[src/hdl/bls_pkg.sv]
// Shared types, constants and codes for the bounded LIFO stack.
// No dependencies; every other file of the block refers to this package.
`default_nettype none

package bls_pkg;

  localparam int DEPTH       = 8;
  localparam int PTR_W       = (DEPTH > 1) ? $clog2(DEPTH) : 1;
  localparam int CNT_W       = ($clog2(DEPTH + 1) > 4) ? $clog2(DEPTH + 1) : 4;
  localparam int WORD_W      = 32;
  localparam int CMD_W       = 3;
  localparam int CAP_W       = 4;
  localparam int STAT_W      = 2;
  localparam int OUT_CNT_W   = 4;
  localparam int QUEUE_DEPTH = 2;
  localparam int QPTR_W      = 1;
  localparam int QCNT_W      = 2;
  localparam int APB_AW      = 3;
  localparam int APB_DW      = 32;

  // register map: capacity_limit is the only register, at byte address 0
  localparam logic REG_CAP_SEL = 1'b0;
  localparam logic [CAP_W-1:0] CAP_RESET = CAP_W'(8);

  // command codes as they arrive on the input channel
  localparam logic [CMD_W-1:0] CMD_PUSH   = 3'd0;
  localparam logic [CMD_W-1:0] CMD_POP    = 3'd1;
  localparam logic [CMD_W-1:0] CMD_PEEK   = 3'd2;
  localparam logic [CMD_W-1:0] CMD_STATUS = 3'd3;
  localparam logic [CMD_W-1:0] CMD_DUMP   = 3'd4;

  localparam logic [STAT_W-1:0] ST_OK        = 2'd0;
  localparam logic [STAT_W-1:0] ST_OVERFLOW  = 2'd1;
  localparam logic [STAT_W-1:0] ST_UNDERFLOW = 2'd2;

  typedef enum logic [2:0] {
    OP_PUSH,
    OP_POP,
    OP_PEEK,
    OP_STATUS,
    OP_DUMP
  } op_t;

  typedef enum logic {
    BK_RUN,
    BK_DUMP
  } bk_state_t;

  typedef struct packed {
    logic [CMD_W-1:0]         command;
    logic signed [WORD_W-1:0] push_value;
  } in_item_t;

  typedef struct packed {
    logic signed [WORD_W-1:0] data_value;
    logic [STAT_W-1:0]        status;
    logic                     full_flag;
    logic                     empty_flag;
    logic [OUT_CNT_W-1:0]     entry_count;
    logic                     last_of_run;
  } out_item_t;

  // decoded operation as it travels from the front end to the back end
  typedef struct packed {
    op_t               op;
    logic [WORD_W-1:0] value;
  } work_t;

  // handshake bundle of the work queue towards the back end
  typedef struct packed {
    logic  valid;
    work_t item;
  } work_req_t;

endpackage

`default_nettype wire

[src/hdl/bls_front.sv]
// Front end: accepts input transactions and decodes the command into an op.
// Depends on bls_pkg.
`default_nettype none

module bls_front (
  input  wire logic              clk,
  input  wire logic              rst_n,
  input  wire logic              in_valid,
  output logic                   in_ready,
  input  wire bls_pkg::in_item_t in_item,
  output logic                   wk_valid,
  input  wire logic              wk_ready,
  output bls_pkg::work_t         wk_item
);

  logic           vld_r;
  logic           vld_nxt;
  bls_pkg::work_t item_r;
  bls_pkg::op_t   op_dec;

  always_comb begin
    unique case (in_item.command)
      bls_pkg::CMD_PUSH:   op_dec = bls_pkg::OP_PUSH;
      bls_pkg::CMD_POP:    op_dec = bls_pkg::OP_POP;
      bls_pkg::CMD_PEEK:   op_dec = bls_pkg::OP_PEEK;
      bls_pkg::CMD_STATUS: op_dec = bls_pkg::OP_STATUS;
      bls_pkg::CMD_DUMP:   op_dec = bls_pkg::OP_DUMP;
      default:             op_dec = bls_pkg::OP_STATUS; // undefined codes query status
    endcase
  end

  assign in_ready = !vld_r || wk_ready;
  assign vld_nxt  = (in_valid && in_ready) || (vld_r && !wk_ready);

  always_ff @(posedge clk) begin
    if (!rst_n) begin
      vld_r <= 1'b0;
    end else begin
      vld_r <= vld_nxt;
    end
  end

  always_ff @(posedge clk) begin
    if (in_valid && in_ready) begin
      item_r.op    <= op_dec;
      item_r.value <= in_item.push_value;
    end
  end

  assign wk_valid = vld_r;
  assign wk_item  = item_r;

endmodule

`default_nettype wire

[src/hdl/bls_queue.sv]
// Two-entry work queue between front end and back end.
// Depends on bls_pkg.
`default_nettype none

module bls_queue (
  input  wire logic            clk,
  input  wire logic            rst_n,
  input  wire logic            wr_valid,
  output logic                 wr_ready,
  input  wire bls_pkg::work_t  wr_item,
  output bls_pkg::work_req_t   rd_req,
  input  wire logic            rd_pop
);

  bls_pkg::work_t                   slot_r [bls_pkg::QUEUE_DEPTH];
  logic [bls_pkg::QPTR_W-1:0]       wr_ptr_r;
  logic [bls_pkg::QPTR_W-1:0]       wr_ptr_nxt;
  logic [bls_pkg::QPTR_W-1:0]       rd_ptr_r;
  logic [bls_pkg::QPTR_W-1:0]       rd_ptr_nxt;
  logic [bls_pkg::QCNT_W-1:0]       cnt_r;
  logic [bls_pkg::QCNT_W-1:0]       cnt_nxt;
  logic                             do_wr;
  logic                             do_rd;

  assign wr_ready = (cnt_r != bls_pkg::QCNT_W'(bls_pkg::QUEUE_DEPTH));
  assign do_wr    = wr_valid && wr_ready;
  assign do_rd    = rd_pop && (cnt_r != '0);

  always_comb begin
    wr_ptr_nxt = do_wr ? wr_ptr_r + 1'b1 : wr_ptr_r;
    rd_ptr_nxt = do_rd ? rd_ptr_r + 1'b1 : rd_ptr_r;
    cnt_nxt    = cnt_r + bls_pkg::QCNT_W'(do_wr) - bls_pkg::QCNT_W'(do_rd);
  end

  always_ff @(posedge clk) begin
    if (!rst_n) begin
      wr_ptr_r <= '0;
      rd_ptr_r <= '0;
      cnt_r    <= '0;
    end else begin
      wr_ptr_r <= wr_ptr_nxt;
      rd_ptr_r <= rd_ptr_nxt;
      cnt_r    <= cnt_nxt;
    end
  end

  always_ff @(posedge clk) begin
    if (do_wr) begin
      slot_r[wr_ptr_r] <= wr_item;
    end
  end

  assign rd_req.valid = (cnt_r != '0);
  assign rd_req.item  = slot_r[rd_ptr_r];

endmodule

`default_nettype wire

[src/hdl/bls_back.sv]
// Back end: stack storage, entry count, dump sequencer and result register.
// Depends on bls_pkg.
`default_nettype none

module bls_back (
  input  wire logic                        clk,
  input  wire logic                        rst_n,
  input  wire logic [bls_pkg::CAP_W-1:0]   cap_limit,
  input  wire bls_pkg::work_req_t          wk_req,
  output logic                             wk_pop,
  output logic                             out_valid,
  input  wire logic                        out_ready,
  output bls_pkg::out_item_t               out_item
);

  logic [bls_pkg::WORD_W-1:0] store_r [bls_pkg::DEPTH];
  logic [bls_pkg::CNT_W-1:0]  cnt_r;
  logic [bls_pkg::CNT_W-1:0]  cnt_nxt;
  logic [bls_pkg::PTR_W-1:0]  idx_r;
  logic [bls_pkg::PTR_W-1:0]  idx_nxt;
  bls_pkg::bk_state_t         state_r;
  bls_pkg::bk_state_t         state_nxt;
  logic                       out_valid_r;
  bls_pkg::out_item_t         out_item_r;
  bls_pkg::out_item_t         res;

  logic [bls_pkg::CNT_W-1:0]  cap_ext;
  logic [bls_pkg::CNT_W-1:0]  cap_eff;
  logic                       can_emit;
  logic                       emit;
  logic                       wr_en;
  logic [bls_pkg::PTR_W-1:0]  top_idx;
  logic [bls_pkg::PTR_W-1:0]  rd_addr;
  logic [bls_pkg::WORD_W-1:0] rd_word;
  logic [bls_pkg::WORD_W-1:0] data;
  logic [bls_pkg::STAT_W-1:0] stat;
  logic                       last;
  logic                       is_full;

  // capacity register clamped to 1..DEPTH
  always_comb begin
    cap_ext = bls_pkg::CNT_W'(cap_limit);
    if (cap_ext == '0) begin
      cap_eff = bls_pkg::CNT_W'(1);
    end else if (cap_ext > bls_pkg::CNT_W'(bls_pkg::DEPTH)) begin
      cap_eff = bls_pkg::CNT_W'(bls_pkg::DEPTH);
    end else begin
      cap_eff = cap_ext;
    end
  end

  assign is_full  = (cnt_r >= cap_eff);
  assign can_emit = !out_valid_r || out_ready;
  // the low count bits wrap to 0 at full depth; minus one then addresses the last slot
  assign top_idx  = cnt_r[bls_pkg::PTR_W-1:0] - 1'b1;
  assign rd_addr  = (state_r == bls_pkg::BK_DUMP) ? idx_r : top_idx;
  assign rd_word  = store_r[rd_addr];

  always_comb begin
    state_nxt = state_r;
    unique case (state_r)
      bls_pkg::BK_RUN: begin
        if (can_emit && wk_req.valid && wk_req.item.op == bls_pkg::OP_DUMP &&
            cnt_r > bls_pkg::CNT_W'(1)) begin
          state_nxt = bls_pkg::BK_DUMP;
        end
      end
      bls_pkg::BK_DUMP: begin
        if (can_emit && idx_r == '0) begin
          state_nxt = bls_pkg::BK_RUN;
        end
      end
      default: state_nxt = bls_pkg::BK_RUN;
    endcase
  end

  always_comb begin
    wk_pop  = 1'b0;
    emit    = 1'b0;
    wr_en   = 1'b0;
    cnt_nxt = cnt_r;
    idx_nxt = idx_r;
    data    = '0;
    stat    = bls_pkg::ST_OK;
    last    = 1'b1;
    unique case (state_r)
      bls_pkg::BK_RUN: begin
        if (can_emit && wk_req.valid) begin
          wk_pop = 1'b1;
          emit   = 1'b1;
          case (wk_req.item.op)
            bls_pkg::OP_PUSH: begin
              if (is_full) begin
                stat = bls_pkg::ST_OVERFLOW;
              end else begin
                wr_en   = 1'b1;
                cnt_nxt = cnt_r + 1'b1;
              end
            end
            bls_pkg::OP_POP: begin
              if (cnt_r == '0) begin
                stat = bls_pkg::ST_UNDERFLOW;
              end else begin
                data    = rd_word;
                cnt_nxt = cnt_r - 1'b1;
              end
            end
            bls_pkg::OP_PEEK: begin
              if (cnt_r == '0) begin
                stat = bls_pkg::ST_UNDERFLOW;
              end else begin
                data = rd_word;
              end
            end
            bls_pkg::OP_DUMP: begin
              if (cnt_r == '0) begin
                stat = bls_pkg::ST_UNDERFLOW;
              end else begin
                data    = rd_word;
                last    = (cnt_r == bls_pkg::CNT_W'(1));
                idx_nxt = top_idx - 1'b1;
              end
            end
            default: ;
          endcase
        end
      end
      bls_pkg::BK_DUMP: begin
        if (can_emit) begin
          emit    = 1'b1;
          data    = rd_word;
          last    = (idx_r == '0);
          idx_nxt = idx_r - 1'b1;
        end
      end
      default: ;
    endcase
  end

  always_comb begin
    res.data_value  = data;
    res.status      = stat;
    res.full_flag   = (cnt_nxt >= cap_eff);
    res.empty_flag  = (cnt_nxt == '0);
    res.entry_count = cnt_nxt[bls_pkg::OUT_CNT_W-1:0];
    res.last_of_run = last;
  end

  always_ff @(posedge clk) begin
    if (!rst_n) begin
      state_r     <= bls_pkg::BK_RUN;
      cnt_r       <= '0;
      idx_r       <= '0;
      out_valid_r <= 1'b0;
    end else begin
      state_r <= state_nxt;
      cnt_r   <= cnt_nxt;
      idx_r   <= idx_nxt;
      if (emit) begin
        out_valid_r <= 1'b1;
      end else if (out_ready) begin
        out_valid_r <= 1'b0;
      end
    end
  end

  always_ff @(posedge clk) begin
    if (emit) begin
      out_item_r <= res;
    end
    if (wr_en) begin
      store_r[cnt_r[bls_pkg::PTR_W-1:0]] <= wk_req.item.value;
    end
  end

  assign out_valid = out_valid_r;
  assign out_item  = out_item_r;

  a_cnt_bound: assert property (@(posedge clk) disable iff (!rst_n)
    cnt_r <= bls_pkg::CNT_W'(bls_pkg::DEPTH))
    else $error("entry count above depth");

  a_cnt_step: assert property (@(posedge clk) disable iff (!rst_n)
    $past(rst_n) |-> (cnt_r == $past(cnt_r) || cnt_r == $past(cnt_r) + 1'b1 ||
                      cnt_r == $past(cnt_r) - 1'b1))
    else $error("entry count moved by more than one");

  a_dump_idx: assert property (@(posedge clk) disable iff (!rst_n)
    state_r == bls_pkg::BK_DUMP |-> bls_pkg::CNT_W'(idx_r) + 1'b1 < cnt_r)
    else $error("dump index outside stored entries");

  a_dump_start: assert property (@(posedge clk) disable iff (!rst_n)
    (state_r == bls_pkg::BK_RUN && state_nxt == bls_pkg::BK_DUMP) |=>
      (out_valid_r && !out_item_r.last_of_run))
    else $error("dump start marked as last");

  a_dump_hold: assert property (@(posedge clk) disable iff (!rst_n)
    state_r == bls_pkg::BK_DUMP |=> $stable(cnt_r))
    else $error("entry count changed during dump");

endmodule

`default_nettype wire

[src/hdl/bounded_lifo_stack_core.sv]
// Top level of the bounded LIFO stack: APB register, front end, queue, back end.
// Depends on bls_pkg, bls_front, bls_queue and bls_back.
//
// Usage: the in_ channel carries one command per transaction (push, pop, peek,
// status, dump; undefined codes act as status). The out_ channel returns one
// result per command, or one per stored entry for a dump, top to bottom, with
// last_of_run set on the final one. Every result carries the count and the
// full and empty flags as they stand after the command.
// A command passes the front-end register and a queue slot to the result
// register. Throughput: one command per cycle while out_ready stays high; a
// dump holds the back end while the single read port returns its entries.
// A two-entry queue parts the decoder from the back end, and the result
// register lets a new command enter while a result waits; when out_ready stays
// low the back end holds its result and the queue and decoder fill, after
// which in_ready drops.
// Reset (rst_n low, synchronous) empties the stack and sets capacity_limit
// to 8; no clearing pass is needed. capacity_limit is written over APB at byte
// address 0; the user must do so while the block is idle; it is not enforced.
`default_nettype none

module bounded_lifo_stack_core (
  input  wire logic                         clk,
  input  wire logic                         rst_n,
  input  wire logic                         in_valid,
  output logic                              in_ready,
  input  wire bls_pkg::in_item_t            in_item,
  output logic                              out_valid,
  input  wire logic                         out_ready,
  output bls_pkg::out_item_t                out_item,
  input  wire logic                         cfg_psel,
  input  wire logic                         cfg_penable,
  input  wire logic                         cfg_pwrite,
  input  wire logic [bls_pkg::APB_AW-1:0]   cfg_paddr,
  input  wire logic [bls_pkg::APB_DW-1:0]   cfg_pwdata,
  output logic [bls_pkg::APB_DW-1:0]        cfg_prdata,
  output logic                              cfg_pready
);

  logic [bls_pkg::CAP_W-1:0] cap_r;
  logic [bls_pkg::CAP_W-1:0] cap_nxt;
  logic                      cap_wr;
  logic                      fe_valid;
  logic                      fe_ready;
  bls_pkg::work_t            fe_item;
  bls_pkg::work_req_t        q_req;
  logic                      q_pop;

  assign cfg_pready = 1'b1;
  assign cap_wr     = cfg_psel && cfg_penable && cfg_pwrite &&
                      (cfg_paddr[bls_pkg::APB_AW-1] == bls_pkg::REG_CAP_SEL);
  assign cap_nxt    = cap_wr ? cfg_pwdata[bls_pkg::CAP_W-1:0] : cap_r;

  always_ff @(posedge clk) begin
    if (!rst_n) begin
      cap_r <= bls_pkg::CAP_RESET;
    end else begin
      cap_r <= cap_nxt;
    end
  end

  always_comb begin
    if (cfg_paddr[bls_pkg::APB_AW-1] == bls_pkg::REG_CAP_SEL) begin
      cfg_prdata = bls_pkg::APB_DW'(cap_r);
    end else begin
      cfg_prdata = '0;
    end
  end

  bls_front u_front (
    .clk      (clk),
    .rst_n    (rst_n),
    .in_valid (in_valid),
    .in_ready (in_ready),
    .in_item  (in_item),
    .wk_valid (fe_valid),
    .wk_ready (fe_ready),
    .wk_item  (fe_item)
  );

  bls_queue u_queue (
    .clk      (clk),
    .rst_n    (rst_n),
    .wr_valid (fe_valid),
    .wr_ready (fe_ready),
    .wr_item  (fe_item),
    .rd_req   (q_req),
    .rd_pop   (q_pop)
  );

  bls_back u_back (
    .clk       (clk),
    .rst_n     (rst_n),
    .cap_limit (cap_r),
    .wk_req    (q_req),
    .wk_pop    (q_pop),
    .out_valid (out_valid),
    .out_ready (out_ready),
    .out_item  (out_item)
  );

endmodule

`default_nettype wire
[config.mk]
export PLATFORM = sky130hd
export DESIGN_NAME = bounded_lifo_stack_core
export DESIGN_NICKNAME = d
export VERILOG_FILES = /design/src/hdl/bls_pkg.sv /design/src/hdl/bls_front.sv /design/src/hdl/bls_queue.sv /design/src/hdl/bls_back.sv /design/src/hdl/bounded_lifo_stack_core.sv
export SDC_FILE = /design/constraint.sdc
export NUM_CORES = 1
export LEC_CHECK = 0
export ABC_CLOCK_PERIOD_IN_PS = 4200
export BUFFER_PORTS_ARGS = -buffer_cell sky130_fd_sc_hd__clkbuf_2
export CELL_PAD_IN_SITES_DETAIL_PLACEMENT = 1
export CELL_PAD_IN_SITES_GLOBAL_PLACEMENT = 2
export CORE_ASPECT_RATIO = 1.2
export CORE_UTILIZATION = 38
export DETAILED_ROUTE_END_ITERATION = 16
export PLACE_DENSITY = 0.76
export SLEW_MARGIN = 30
export SYNTH_ARGS = -nofsm -noshare
export SYNTH_HDL_FRONTEND = slang
export SYNTH_SLANG_ARGS = --single-unit
[constraint.sdc]
create_clock -name clk -period 4.2 [get_ports clk]
set_clock_uncertainty 0.1 [all_clocks]
set_input_delay 0.42 -clock clk [delete_from_list [all_inputs] [get_ports clk]]
set_output_delay 0.42 -clock clk [all_outputs]
set_load 0.02 [all_outputs]
### Word-level counts from Yosys, hierarchy flattened

Memory sizes are Yosys's and may differ from the RTL's. A register that Yosys moved wholly into a read port is not among the register bits.
Cells that the tools add are included.

* $add $sub $neg: 9
* order comparisons: 4
* equality and inequality tests: 12
* muxes and demuxes: 47
* bitwise gates (word level): 3
* reductions and logical operators: 28

Operators with widths (number)
* $mux W32: 4
* $pmux W32 S2: 1
* $mux W4: 7
* $mux W1: 22
* $mux W3: 5
* $logic_not A4 Y1: 3
* $pmux W3 S4: 1
* $logic_and A1 B1 Y1: 11
* $logic_not A3 Y1: 3
* $sub A3 B1 Y3 const B: 3
* $ge A4 B4 Y1: 2
* $pmux W4 S2: 1
* $eq A3 B1 Y1 const B: 2
* $eq A3 B2 Y1 const B: 2
* $eq A3 B3 Y1 const B: 2
* $ne A2 B2 Y1 const B: 3
* $pmux W1 S2: 3
* $pmux W3 S2: 1
* $add A4 B1 Y4 const B: 1
* $eq A4 B1 Y1 const B: 1
* $gt A4 B1 Y1 const B: 1
* $gt A4 B4 Y1 const B: 1
* $ne A2 B1 Y1 const B: 2
* $pmux W2 S2: 1
* 12 further kinds: 20

* register bits after elaboration: 94
* memory bits (writable): 326
* input bits: 77
* output and inout port bits: 76
* word-level logic and storage cells: 122
* memories kept: 2

Memory list
* u_back.store_r: depth 8, bits a word 32, rd ports 1, clocked after Yosys merged registers in 0, write ports 1, line bls_back.sv:16 `logic [bls_pkg::WORD_W-1:0] store_r [bls_pkg::DEPTH];`
* u_queue.slot_r: depth 2, bits a word 35, rd ports 1, clocked after Yosys merged registers in 1, write ports 1, line bls_queue.sv:15 `bls_pkg::work_t slot_r [bls_pkg::QUEUE_DEPTH];`

### Logic depth before layout (Yosys ltp)

Gate-level depths: netlist of the first run.

* word-level depth: 10
* depth in mapped cells: 15
* depth with buffers taken out: 15

### By module

From an unflattened synthesis of the first run, not the netlist that was laid out.

* cells, all modules: 1074
* area, all modules: 16732.3 sq um

Modules (own cells, without submodules)
* bls_back: instances 1, cells each 840, area an instance 12371.9 sq um, seq. area each 9098.7 sq um
* bls_queue: instances 1, cells each 138, area an instance 2797.7 sq um, seq. area each 2202.1 sq um
* bls_front: instances 1, cells each 43, area an instance 1131.1 sq um, seq. area each 1071.0 sq um
* bounded_lifo_stack_core: instances 1, cells each 53, area an instance 431.7 sq um, seq. area each 80.1 sq um

### Least setup slack after synthesis of the first run

OpenSTA, ideal clock, no wires.

* path kind: flip-flop to flip-flop
* start point: reg u_back.cnt_r[0] (netlist name)
* end point: mem u_back.store_r[1][0] (netlist name), enable pin
* library setup time: 461 ps
* arrival time: 4050 ps
* data required time: 3639 ps
* path slack: -411 ps
* stages on the path, launching flop included: 9
* path buffers: 0
* clock period less this slack: 4611 ps
* cells stage by stage: dfxtp_1 > inv_1 > ha_1 > nand2b_1 > a2111oi_2 > nor2_1 > nor2_1 > nand2_1 > nor3_1

* longest elaborated chain between the ends: 7

Ends and longest elaborated chain
* start: declaration: line bls_back.sv:17 `logic [bls_pkg::CNT_W-1:0] cnt_r;`
* start signal: assignment: line bls_back.sv:157 `cnt_r <= cnt_nxt;`
* $ge A4 B4 Y1: line bls_back.sv:52 `assign is_full = (cnt_r >= cap_eff);`
* $mux W1: line bls_back.sv:93 `if (is_full) begin`
* $mux W1: line bls_back.sv:91 `case (wk_req.item.op)`
* $mux W1: line bls_back.sv:88 `if (can_emit && wk_req.valid) begin`
* $mux W1: line bls_back.sv:86 `unique case (state_r)`
* $mux W1: line bls_back.sv:171 `if (wr_en) begin`
* $mux W1 (not written as such): line bls_back.sv:172 `store_r[cnt_r[bls_pkg::PTR_W-1:0]] <= wk_req.item.value;`
* end: declaration: line bls_back.sv:16

Parallel ways exist; a longest one is shown, timed or not.

==> summary.txt, run 1 <==
Outcome
  • Outcome: finished, final reports clean

Timing
  • Final hold violation count: 0
  • Slew Viols, Final: 0
  • Final worst-path setup slack: 0.7213 ns
  • Final Cycle Share: 0.8283
  • Slew of the pin with the lowest slew margin: 0.8851 ns
  • Unrepaired setup endpoints after global routing: no
  • Final Critical Period: 3.479 ns
  • Fin Setup TNS: 0 ns
  • Max Fclk: 287.5 MHz
  • Final setup viols: 0
  • Slew HR: 0.4100

Floorplan
  • Die Ht: 230.1 um
  • Initial Util: 0.3852
  • Die width: 192.1 um
  • I/O pin total: 153
  • Die area: 44210 um2
  • Std-Cell Rows: 83
  • CORE AREA: 42790 um2

Clocking
  • Post-CTS Setup Repair Bufs: 0
  • CTS buffer count: 41
  • CTS Sinks: 421
  • Worst-path clk slew: 0.06 ns
  • Root Driver: clkbuf_16
  • Skew-Pair Late Insertion Delay: 0.54 ns
  • CTS tree: done
  • Clk buf depth: 3
  • H-tree depth: 2

Placement
  • Pre-CTS setup slack: 0.6265 ns
  • Dpl cells: 1798
  • Detailed Place HPWL: 20330 um
  • Count of input and output buffers: 93
  • Placement Cell Area: 17590 um2
  • Placer Congestion: 0.7161

Global routing
  • GRT overflow: 0
  • Vias in the first global route: 10300
  • Antenna violations before repair: 0
  • Largest net degree at the start of global routing: 129
  • All-layer global routing usage: 0.1739
  • First-pass GRT wire length: 57980 um

Synth
  • Synthesis Warnings: 0
  • EDFF count, synth: 402
  • Top cell type's share of synthesized area: 0.7324
  • Fraction of registers with async set/reset: 0
  • Synth area leaders: edfxtp_1 73%, nand2_1 6.4%, nand3_1 5.9%
  • Syn Std Cell Area: 16480 um2
  • Seq/Total Area, Yosys: 0.7555
  • Yosys reg bits: 421
  • Synth Flop Type: edfxtp_1
  • Mean post-synth cell area: 13.82 um2
  • Synth cell types: 47
  • Cell count after synthesis: 1193
  • Top cell type by total area after synthesis: edfxtp_1

Critical path
  • Kind of critical path: reg -> reg
  • CP arrival: 3.67 ns
  • Maximum fanout along the worst path: 26
  • CP startpoint kind: register
  • Worst setup EP type: register
  • Worst endpoint required time: 4.39 ns
  • R2r setup slk: 0.72 ns

Flow run
  • Max-Cap Viols: 0

Route
  • Initial DRC Count: 628
  • Detailed Route WL: 37610 um
  • Vias per cell: 5.052
  • DR vias: 9619
  • Post-DRT Antenna Nets: 0
  • Pre-antenna DRT Iters: 4
  • DR WL/cell: 19.75 um
  • DRC errors left: 0

Power
  • Power per Cell Area: 551.1 nW/um2
  • Peak supply drop: 341.0 uV
  • Leakage: 0.006837 uW

Cells and area
  • Finished layout cell area: 19180 um2
  • Finished Layout Cells: 1904
  • Synthesis-to-finish area growth: 16.40%
  • # diodes: 0
  • Share of layout cells above drive strength 1: 0.1731
  • Final net count: 1412
  • Number of fill cells: 4370

Hold path
  • Worst min path class: in -> reg
final timing paths:
check	endpoint	depth (start not counted)	start
max	u_back.out_item[6]$_DFFE_PP_	10	register
min	cap_r[3]$_SDFFE_PN1P_	3	cfg_pwdata[3]
max reg2reg	u_back.out_item[6]$_DFFE_PP_	10	register
min reg2reg	u_queue.slot_r[1][27]$_DFFE_PP_	0	u_front.wk_item[27]$_DFFE_PP_
sequential cells by signal, summed over array words and instances, names as in the netlist, named ones only:
| signal | cells |
|---|---|
| cap_r | 4 |
| u_back.cnt_r | 4 |
| u_back.idx_r | 3 |
| u_back.out_item | 41 |
| u_back.out_valid | 1 |
| u_back.state_r | 1 |
| u_back.store_r | 256 |
| u_front.wk_item | 35 |
| u_front.wk_valid | 1 |
| u_queue.cnt_r | 2 |
| u_queue.rd_ptr_r | 1 |
| u_queue.slot_r | 70 |
| u_queue.wr_ptr_r | 1 |
final cells by class:
class,count,area [um2],share of cell area
clock buffers,47,1111,0.05791
clock inverters,27,162.7,0.008478
inverters,15,57.56,0.003000
multi-input cells,696,3716,0.1937
flip-flops and latches,421,12450,0.6491
well taps,552,690.7,0.03600
repair buffers,146,993.5,0.05178
cells in the mapped netlist (7+ instances only):
cell / count
buf_1: 7
nor2_1: 18
buf_4: 29
dfxtp_1: 19
nor2b_1: 11
mux2_2: 34
ha_1: 14
inv_1: 15
a21oi_1: 36
nand2_1: 280
clkbuf_1: 43
nand3_1: 194
o21ai_1: 8
buf_2: 9
edfxtp_1: 402
logic make-up after synthesis:
family,count (synthesis),synth area share
compound gates,73,0.02877
xor+xnor,8,0.004251
fa+ha+maj,14,0.01063
buf+inv,103,0.03074
flops,421,0.7555
mux,41,0.02771
other cells,2,0.0004556
simple gates,531,0.1420
routing by layer:
metal  track usage  up-vias  wire length, um
met4       0.05192        0              750
met1        0.2132     4871            15660
met5             0        -                0
met2        0.3131      174            19740
met3       0.02518       56             1461
li1              -     4518                -
critical path, stage by stage, from the launching register on:
cell	delay, ns
dfxtp_2	0.67
buf_4	0.49
mux2i_2	0.58
nor4bb_1	0.13
a22oi_1	0.25
o311a_1	0.28
inv_1	0.08
ha_1	0.28
nor2b_1	0.12
o21ai_0	0.15
nand2b_1	0.08
per-stage QoR:
step	utilization	hold slack [ns]	total power [uW]
global placement	0.4110	0.3260	7121
floorplan	-	0.3215	6533
global route	0.4484	0.01103	11000
CTS	0.4484	0.004634	10720
detailed placement	0.4111	0.3315	7188
finish	0.4484	0.03197	10570
cell usage in the layout, fill, tap and decap left out, types with 2 or more instances in the layout:
cell / netlist / layout
nand2b_1: 5 / 5
buf_4: 29 / 17
nor3_4: 0 / 2
clkinv_2: 0 / 12
mux2i_1: 6 / 5
clkinvlp_4: 0 / 3
dfxtp_1: 19 / 18
nand3_1: 194 / 194
conb_1: 2 / 29
nor2_2: 0 / 6
nor3_1: 6 / 4
clkbuf_2: 0 / 93
ha_1: 14 / 14
o21a_1: 4 / 4
o21ai_0: 5 / 5
and2_1: 6 / 6
nand2_1: 280 / 279
nor2b_1: 11 / 11
clkbuf_1: 43 / 2
o21ai_1: 8 / 7
clkbuf_8: 0 / 2
dlygate4sd3_1: 0 / 32
clkbuf_16: 0 / 43
a21oi_1: 36 / 36
buf_12: 0 / 4
clkinv_1: 0 / 10
xor2_1: 2 / 2
nor4_1: 2 / 2
a21boi_0: 3 / 3
a21o_1: 3 / 3
xnor2_1: 6 / 6
a22oi_1: 2 / 2
inv_1: 15 / 13
nor2_1: 18 / 11
o211a_1: 3 / 3
mux2_2: 34 / 34
edfxtp_1: 402 / 402
where the power goes:
part | internal, uW | total (uW) | switching [uW]
clock | 1960 | 3490 | 1530
sequential | 5140 | 5280 | 133
combinational | 538 | 1800 | 1270
total | 7640 | 10600 | 2930
repair_timing:
item | 4_1_cts | 5_1_grt
endpoints found under the hold margin | 32 | 0
hold buffers | 32 | 0
resized for setup | 0 | 0
No activity file was read; power rests on OpenSTA's default activity.
==> inputs of run 2 (changes only) <==
ABC_CLOCK_PERIOD_IN_PS = 2800   (was 4200)
clock period = 2.8 ns   (was 4.2 ns; I/O delays follow)
==> run 2 against run 1 <==
  * The run now ends with negative setup slack left
  * Final area grew 8.5%
  * Critical path depth rose by 5
  * Sequential power is 48% higher
  * Core utilization increased by 3.8 points
  * Register-to-register slack worse by 0.91 ns
  * Clock power grew 54%
  * Total power is 54% higher
  * Non-clock buffer count increased by 93
  * Global-route usage rose by 0.62 points
  * Flip-flop and latch count stayed put
  * Worst setup slack worse by 0.91 ns
  * Largest cell class unchanged
  * Largest power group unchanged
==> summary.txt, run 2 (synthesis gave the netlist of run 1 again) <==
Timing
  • Max Fclk: 334.6 MHz (was 287.5 MHz)
  • Final worst-path setup slack: -0.1886 ns (was 0.7213 ns)
  • Final Critical Period: 2.989 ns (was 3.479 ns)
  • Slew Viols, Final: 0 (unchanged)
  • Final Cycle Share: 1.067 (was 0.8283)
  • Final setup viols: 52 (was 0)
  • Final hold violation count: 0 (unchanged)
  • Fin Setup TNS: -0.5579 ns (was 0 ns)
  • Unrepaired setup endpoints after global routing: yes (was no)
  • Slew HR: 0.5060 (was 0.4100)
  • Slew of the pin with the lowest slew margin: 0.7410 ns (was 0.8851 ns)

Flow run
  • Max-Cap Viols: 0 (unchanged)

Critical path
  • Worst setup EP type: register (unchanged)
  • Crit path cell chain: nor2_2 > nor2_1 > nor2_1 > ha_1 > nand2b_4 > a2111oi_4 > nor2_2 > a21oi_2 > xnor2_2 > ha_1 > nand2b_1 > a21oi_2 > nor2b_1 > o21ai_1 > nand2b_1 (was buf_4 > mux2i_2 > nor4bb_1 > a22oi_1 > o311a_1 > inv_1 > ha_1 > nor2b_1 > o21ai_0 > nand2b_1)
  • CP peak stage delay: 0.38 ns (was 0.67 ns)
  • CP arrival: 3.20 ns (was 3.67 ns)
  • Slowest-stage cell, CP: a2111oi_4 (was dfxtp_2)
  • Kind of critical path: reg -> reg (unchanged)
  • Worst endpoint required time: 3.01 ns (was 4.39 ns)
  • CP startpoint kind: register (unchanged)
  • Maximum fanout along the worst path: 3 (was 26)

Route
  • DRC errors left: 0 (unchanged)
  • Initial DRC Count: 687 (was 628)
  • DR vias: 10170 (was 9619)
  • Post-DRT Antenna Nets: 0 (unchanged)
  • Detailed Route WL: 42620 um (was 37610 um)
  • Vias per cell: 5.087 (was 5.052)
  • DR WL/cell: 21.32 um (was 19.75 um)
  • Pre-antenna DRT Iters: 5 (was 4)

Outcome
  • Outcome: finished with violations (was finished, final reports clean)
  • Violated checks: negative setup slack

Global routing
  • All-layer global routing usage: 0.1801 (was 0.1739)
  • First-pass GRT wire length: 60420 um (was 57980 um)
  • Largest net degree at the start of global routing: 75 (was 129)
  • Antenna violations before repair: 0 (unchanged)
  • GRT overflow: 0 (unchanged)
  • Vias in the first global route: 10620 (was 10300)

Cells and area
  • Share of layout cells above drive strength 1: 0.2301 (was 0.1731)
  • Final net count: 1507 (was 1412)
  • Reg area: 12460 um2 (was 12450 um2)
  • Most common cell after layout, fill and taps aside: edfxtp_1 (unchanged)
  • Max reg flops: 256 (unchanged)
  • Multi-input logic area: 3826 um2 (was 3716 um2)
  • # diodes: 0 (unchanged)
  • Most frequent cells in the layout: 402 x edfxtp_1, 277 x nand2_1, 194 x nand3_1, 93 x clkbuf_2, 61 x clkbuf_16 (was 402 x edfxtp_1, 279 x nand2_1, 194 x nand3_1, 93 x clkbuf_2, 43 x clkbuf_16)
  • Number of fill cells: 4303 (was 4370)
  • Synthesis-to-finish area growth: 26.32% (was 16.40%)

Clocking
  • H-tree depth: 2 (unchanged)
  • CTS Sinks: 421 (unchanged)
  • Root Driver: clkbuf_16 (unchanged)
  • Skew-Pair Late Insertion Delay: 0.55 ns (was 0.54 ns)
  • CTS tree: done (unchanged)
  • CTS buffer count: 43 (was 41)
  • Clk buf depth: 3 (unchanged)
  • Worst-path clk slew: 0.06 ns (about the same)

Floorplan
  • I/O pin total: 153 (unchanged)
  • Die area: 44210 um2 (unchanged)
  • Die Ht: 230.1 um (unchanged)
  • CORE AREA: 42790 um2 (unchanged)
  • Die width: 192.1 um (unchanged)
  • Std-Cell Rows: 83 (unchanged)
  • Initial Util: 0.3852 (unchanged)

Placement
  • Count of input and output buffers: 93 (unchanged)
  • Detailed Place HPWL: 22320 um (was 20330 um)
  • Placer Congestion: 0.7429 (was 0.7161)

Power
  • Peak supply drop: 430.7 uV (was 341.0 uV)
  • Power per Cell Area: 782.6 nW/um2 (was 551.1 nW/um2)
  • Leakage: 0.007570 uW (was 0.006837 uW)
  • Total power: 16290 uW (was 10570 uW)

Hold path
  • Worst min path class: in -> reg (unchanged)
[run 2: cell types whose count changed in the layout (fill, tap and decap cells not counted), sizes merged]
cell | previous run | this run
dlygate4sd3 | 32 | 41
buf | 21 | 89
clkbuf | 140 | 160
clkinv | 23 | 21
[run 2: repair_timing]
item                       4_1_cts  5_1_grt
hold buffers                    41        0
gates resized for setup         12       31
pin swaps                        5       18
cloned                           2       22
buffers inserted                 5        9
hold endpoints to repair        40        0
setup endpoints to repair      257      259
[run 2: worst max-delay path, delay by kind of cell (launching register included)]
family | cells | cell delay, ns
flip-flops | 1 | 0.32
adder cells (fa/ha/maj) | 2 | 0.50
AO/OA/AOI/OAI | 4 | 0.86
AND/OR/NAND/NOR | 8 | 0.83
XOR/XNOR | 1 | 0.14
[run 2: per-stage QoR]
step	setup slack, ns	utilization	area [um2]	hold slack, ns	cells
2_1_floorplan	-0.3340	-	16700	0.2789	1220
3_3_place_gp	-0.1754	0.4274	18290	0.3262	1847
3_5_place_dp	-0.2063	0.4274	18290	0.3306	1847
4_1_cts	-0.1940	0.4706	20140	0.002498	1971
5_1_grt	-0.3455	0.4866	20820	0.02203	1999
6_report	-0.1886	0.4866	20820	0.02560	1999
[run 2: final cells by class]
cell class                      count  share of cell area
Timing Repair Buffer              239              0.1197
Clock buffer                       51             0.05517
Inverter                           15            0.002764
Tap cell                          552             0.03317
Sequential cell                   421              0.5983
Multi-Input combinational cell    696              0.1838
Clock inverter                     25            0.007151
[run 2: power by group]
part           switching, uW  internal, uW  total (uW)  leakage (uW)
logic                   2080          1010        3090       0.00309
registers                123          7710        7840       0.00384
clock network           2350          3010        5370      0.000636
[run 2: metal layers]
layer / up-vias / global-route usage / part of all wire
met1: 5124 / 0.2317 / 0.41
met4: 0 / 0.05340 / 0.023
met2: 260 / 0.3125 / 0.52
met3: 61 / 0.02595 / 0.049
li1: 4723 / - / -
met5: - / 0 / 0
[run 2: final timing paths]
path	startpoint	to	slack [ns]	cells after the start
hold / removal	in_item[34]	u_front.wk_item[34]$_DFFE_PP_	0.03	2
setup reg to reg	cap_r[2]$_SDFFE_PN0P_	u_back.out_item[6]$_DFFE_PP_	-0.19	15
setup / recovery	cap_r[2]$_SDFFE_PN0P_	u_back.out_item[6]$_DFFE_PP_	-0.19	15
hold reg to reg	u_front.wk_item[14]$_DFFE_PP_	u_queue.slot_r[0][14]$_DFFE_PP_	0.34	0
==> inputs of run 3 (changes only) <==
CORE_ASPECT_RATIO = 1.1   (was 1.2)
CORE_MARGIN = 2   (was default)
==> run 3 against run 2 <==
  * The flow still finishes with violations (negative setup slack)
  * Final cell count increased by 1.5%
  * Count of clock-buffer cells in the layout decreased by 2
  * First-iteration DRC count is 1.5% higher
  * Sequential share of layout area is 0.36 points lower
  * Global-route usage is 0.50 points higher
==> summary.txt, run 3 (synthesis gave the netlist of run 1 again) <==
Global routing
  • GRT overflow: 0 (unchanged)
  • Largest net degree at the start of global routing: 81 (was 75)
  • Antenna violations before repair: 1 (was 0)
  • All-layer global routing usage: 0.1851 (was 0.1801)
  • First-pass GRT wire length: 63640 um (was 60420 um)
  • Vias in the first global route: 11020 (was 10620)

Route
  • Detailed Route WL: 42570 um (was 42620 um)
  • DR WL/cell: 20.99 um (was 21.32 um)
  • Pre-antenna DRT Iters: 5 (unchanged)
  • DR vias: 10220 (was 10170)
  • DRC errors left: 0 (unchanged)
  • Initial DRC Count: 697 (was 687)
  • Vias per cell: 5.037 (was 5.087)
  • Post-DRT Antenna Nets: 0 (unchanged)

Cells and area
  • Synthesis-to-finish area growth: 27.08% (was 26.32%)
  • Most common cell after layout, fill and taps aside: edfxtp_1 (unchanged)
  • Most frequent cells in the layout: 402 x edfxtp_1, 277 x nand2_1, 194 x nand3_1, 93 x clkbuf_2, 51 x clkbuf_16 (was 402 x edfxtp_1, 277 x nand2_1, 194 x nand3_1, 93 x clkbuf_2, 61 x clkbuf_16)
  • Share of layout cells above drive strength 1: 0.2318 (was 0.2301)
  • Max reg flops: 256 (unchanged)
  • Final net count: 1513 (was 1507)
  • Number of fill cells: 4296 (was 4303)
  • # diodes: 0 (unchanged)

Timing
  • Final Critical Period: 3.064 ns (was 2.989 ns)
  • Fin Setup TNS: -24.44 ns (was -0.5579 ns)
  • Final hold violation count: 0 (unchanged)
  • Slew HR: 0.4793 (was 0.5060)
  • Final setup viols: 218 (was 52)
  • Hold_ws: 0.04087 ns (was 0.02560 ns)
  • Unrepaired setup endpoints after global routing: yes (unchanged)
  • Final Cycle Share: 1.094 (was 1.067)
  • Final worst-path setup slack: -0.2636 ns (was -0.1886 ns)
  • Max Fclk: 326.4 MHz (was 334.6 MHz)
  • Slew of the pin with the lowest slew margin: 0.7811 ns (was 0.7410 ns)
  • Slew Viols, Final: 0 (unchanged)

Placement
  • Count of input and output buffers: 93 (unchanged)
  • Placer Congestion: 0.7410 (was 0.7429)
  • Detailed Place HPWL: 22350 um (was 22320 um)

Clocking
  • CTS Sinks: 421 (unchanged)
  • H-tree depth: 2 (unchanged)
  • CTS buffer count: 43 (unchanged)
  • Root Driver: clkbuf_16 (unchanged)
  • Clk buf depth: 3 (unchanged)
  • Worst-path clk slew: 0.06 ns (about the same)
  • CTS tree: done (unchanged)
  • Skew-Pair Late Insertion Delay: 0.55 ns (about the same)

Flow run
  • Max-Cap Viols: 0 (unchanged)

Floorplan
  • CORE AREA: 43140 um2 (was 42790 um2)
  • Std-Cell Rows: 80 (was 83)
  • Die width: 202.6 um (was 192.1 um)
  • I/O pin total: 153 (unchanged)
  • Die area: 45060 um2 (was 44210 um2)
  • Die Ht: 222.4 um (was 230.1 um)
  • Initial Util: 0.3820 (was 0.3852)

Outcome
  • Violated checks: negative setup slack (unchanged)
  • Outcome: finished with violations (unchanged)

Critical path
  • Worst endpoint required time: 2.96 ns (was 3.01 ns)
  • CP startpoint kind: register (unchanged)
  • Setup crit start: cap_r[2]$_SDFFE_PN0P_ (unchanged)
  • Worst setup EP type: register (unchanged)
  • CP arrival: 3.23 ns (was 3.20 ns)
  • Maximum fanout along the worst path: 6 (was 3)
  • Worst R2R Start: cap_r[2]$_SDFFE_PN0P_ (unchanged)
  • Kind of critical path: reg -> reg (unchanged)

Power
  • Switching share of power: 0.2771 (was 0.2796)
  • Comb power frac: 0.188 (was 0.190)
  • Peak supply drop: 477.4 uV (was 430.7 uV)
  • P_sw: 4561 uW (was 4556 uW)
  • Sequential Power Share: 0.476 (was 0.481)
  • Leakage: 0.007608 uW (was 0.007570 uW)
  • Power per Cell Area: 786.0 nW/um2 (was 782.6 nW/um2)
  • Total internal power: 11900 uW (was 11740 uW)
  • Clock Power Share: 0.336 (was 0.329)

Hold path
  • Worst min path class: in -> reg (unchanged)
  • Hold path startpoint: in_item[34] (unchanged)
==> run 3: cell types whose count changed in the layout (fill, tap and decap cells not counted), sizes merged <==
cell	delta
clkinvlp	-1
bufinv	+3
buf	+14
clkinv	+1
clkbuf	-10
==> run 3: power groups by stage <==
stage	registers [uW]	logic [uW]	clock network [uW]
finish	7840	3090	5540
global route	7880	3390	5860
CTS	7850	3110	5630
detailed placement	7980	2980	0
global placement	7970	2900	0
floorplan	8250	1570	0
==> run 3: critical path, cell delays in order, from the launching register on <==
cell	delay (ns)
dfxtp_2	0.32
nor2_1	0.04
nor2_1	0.13
nor2_2	0.06
ha_1	0.28
nand2b_4	0.15
a2111oi_4	0.45
nor2_2	0.08
buf_4	0.15
nor2_4	0.10
nand2_2	0.10
buf_6	0.14
buf_6	0.12
buf_6	0.11
nor2_4	0.12
buf_12	0.16
clkbuf_16	0.16
==> run 3: final timing paths <==
| path | slack (ns) | depth (start not counted) | to |
|---|---|---|---|
| hold reg to reg | 0.34 | 0 | u_queue.slot_r[0][26]$_DFFE_PP_ |
| setup reg to reg | -0.26 | 16 | u_back.store_r[5][6]$_DFFE_PP_ |
| setup / recovery | -0.26 | 16 | u_back.store_r[5][6]$_DFFE_PP_ |
| hold / removal | 0.04 | 2 | u_front.wk_item[34]$_DFFE_PP_ |
==> run 3: timing repair <==
action                                  CTS  global route
cloned                                   14            10
buffers inserted                         29             9
endpoints found under the setup margin  257           261
resized for setup                        47            37
pin swaps                                 6            16
endpoints found under the hold margin    40             0
hold buffers                             41             0
==> run 3: cell type report <==
type | instances | area [um2] | area share
Sequential cell | 421 | 12460 | 0.5947
Multi-Input combinational cell | 696 | 3820 | 0.1824
Timing Repair Buffer | 245 | 2560 | 0.1222
Clock buffer | 49 | 1099 | 0.05245
Tap cell | 574 | 718.2 | 0.03429
Clock inverter | 28 | 234.0 | 0.01117
Inverter | 15 | 57.56 | 0.002748
==> run 3: layer usage <==
metal  wire length, um  up-vias  global-route usage  part of all wire
li1                  -     4735                   -                 -
met1             17390     5160              0.2301              0.41
met2             22220      247              0.3303              0.52
met3              1706       73             0.02508             0.040
met4              1250        0             0.06428             0.029
met5                 0        -                   0                 0
==> run 3: per-stage QoR <==
stage / utilization / setup WS (ns) / instance area, um2 / cells / power (uW)
after CTS: 0.4809 / -0.2226 / 20740 / 2021 / 16590
after global routing: 0.4855 / -0.3753 / 20950 / 2028 / 17140
final: 0.4855 / -0.2636 / 20950 / 2028 / 16460
after global placement: 0.4224 / -0.1456 / 18220 / 1863 / 10860
after detailed placement: 0.4224 / -0.2166 / 18220 / 1863 / 10960
after floorplan: - / -0.3340 / 16700 / 1220 / 9818
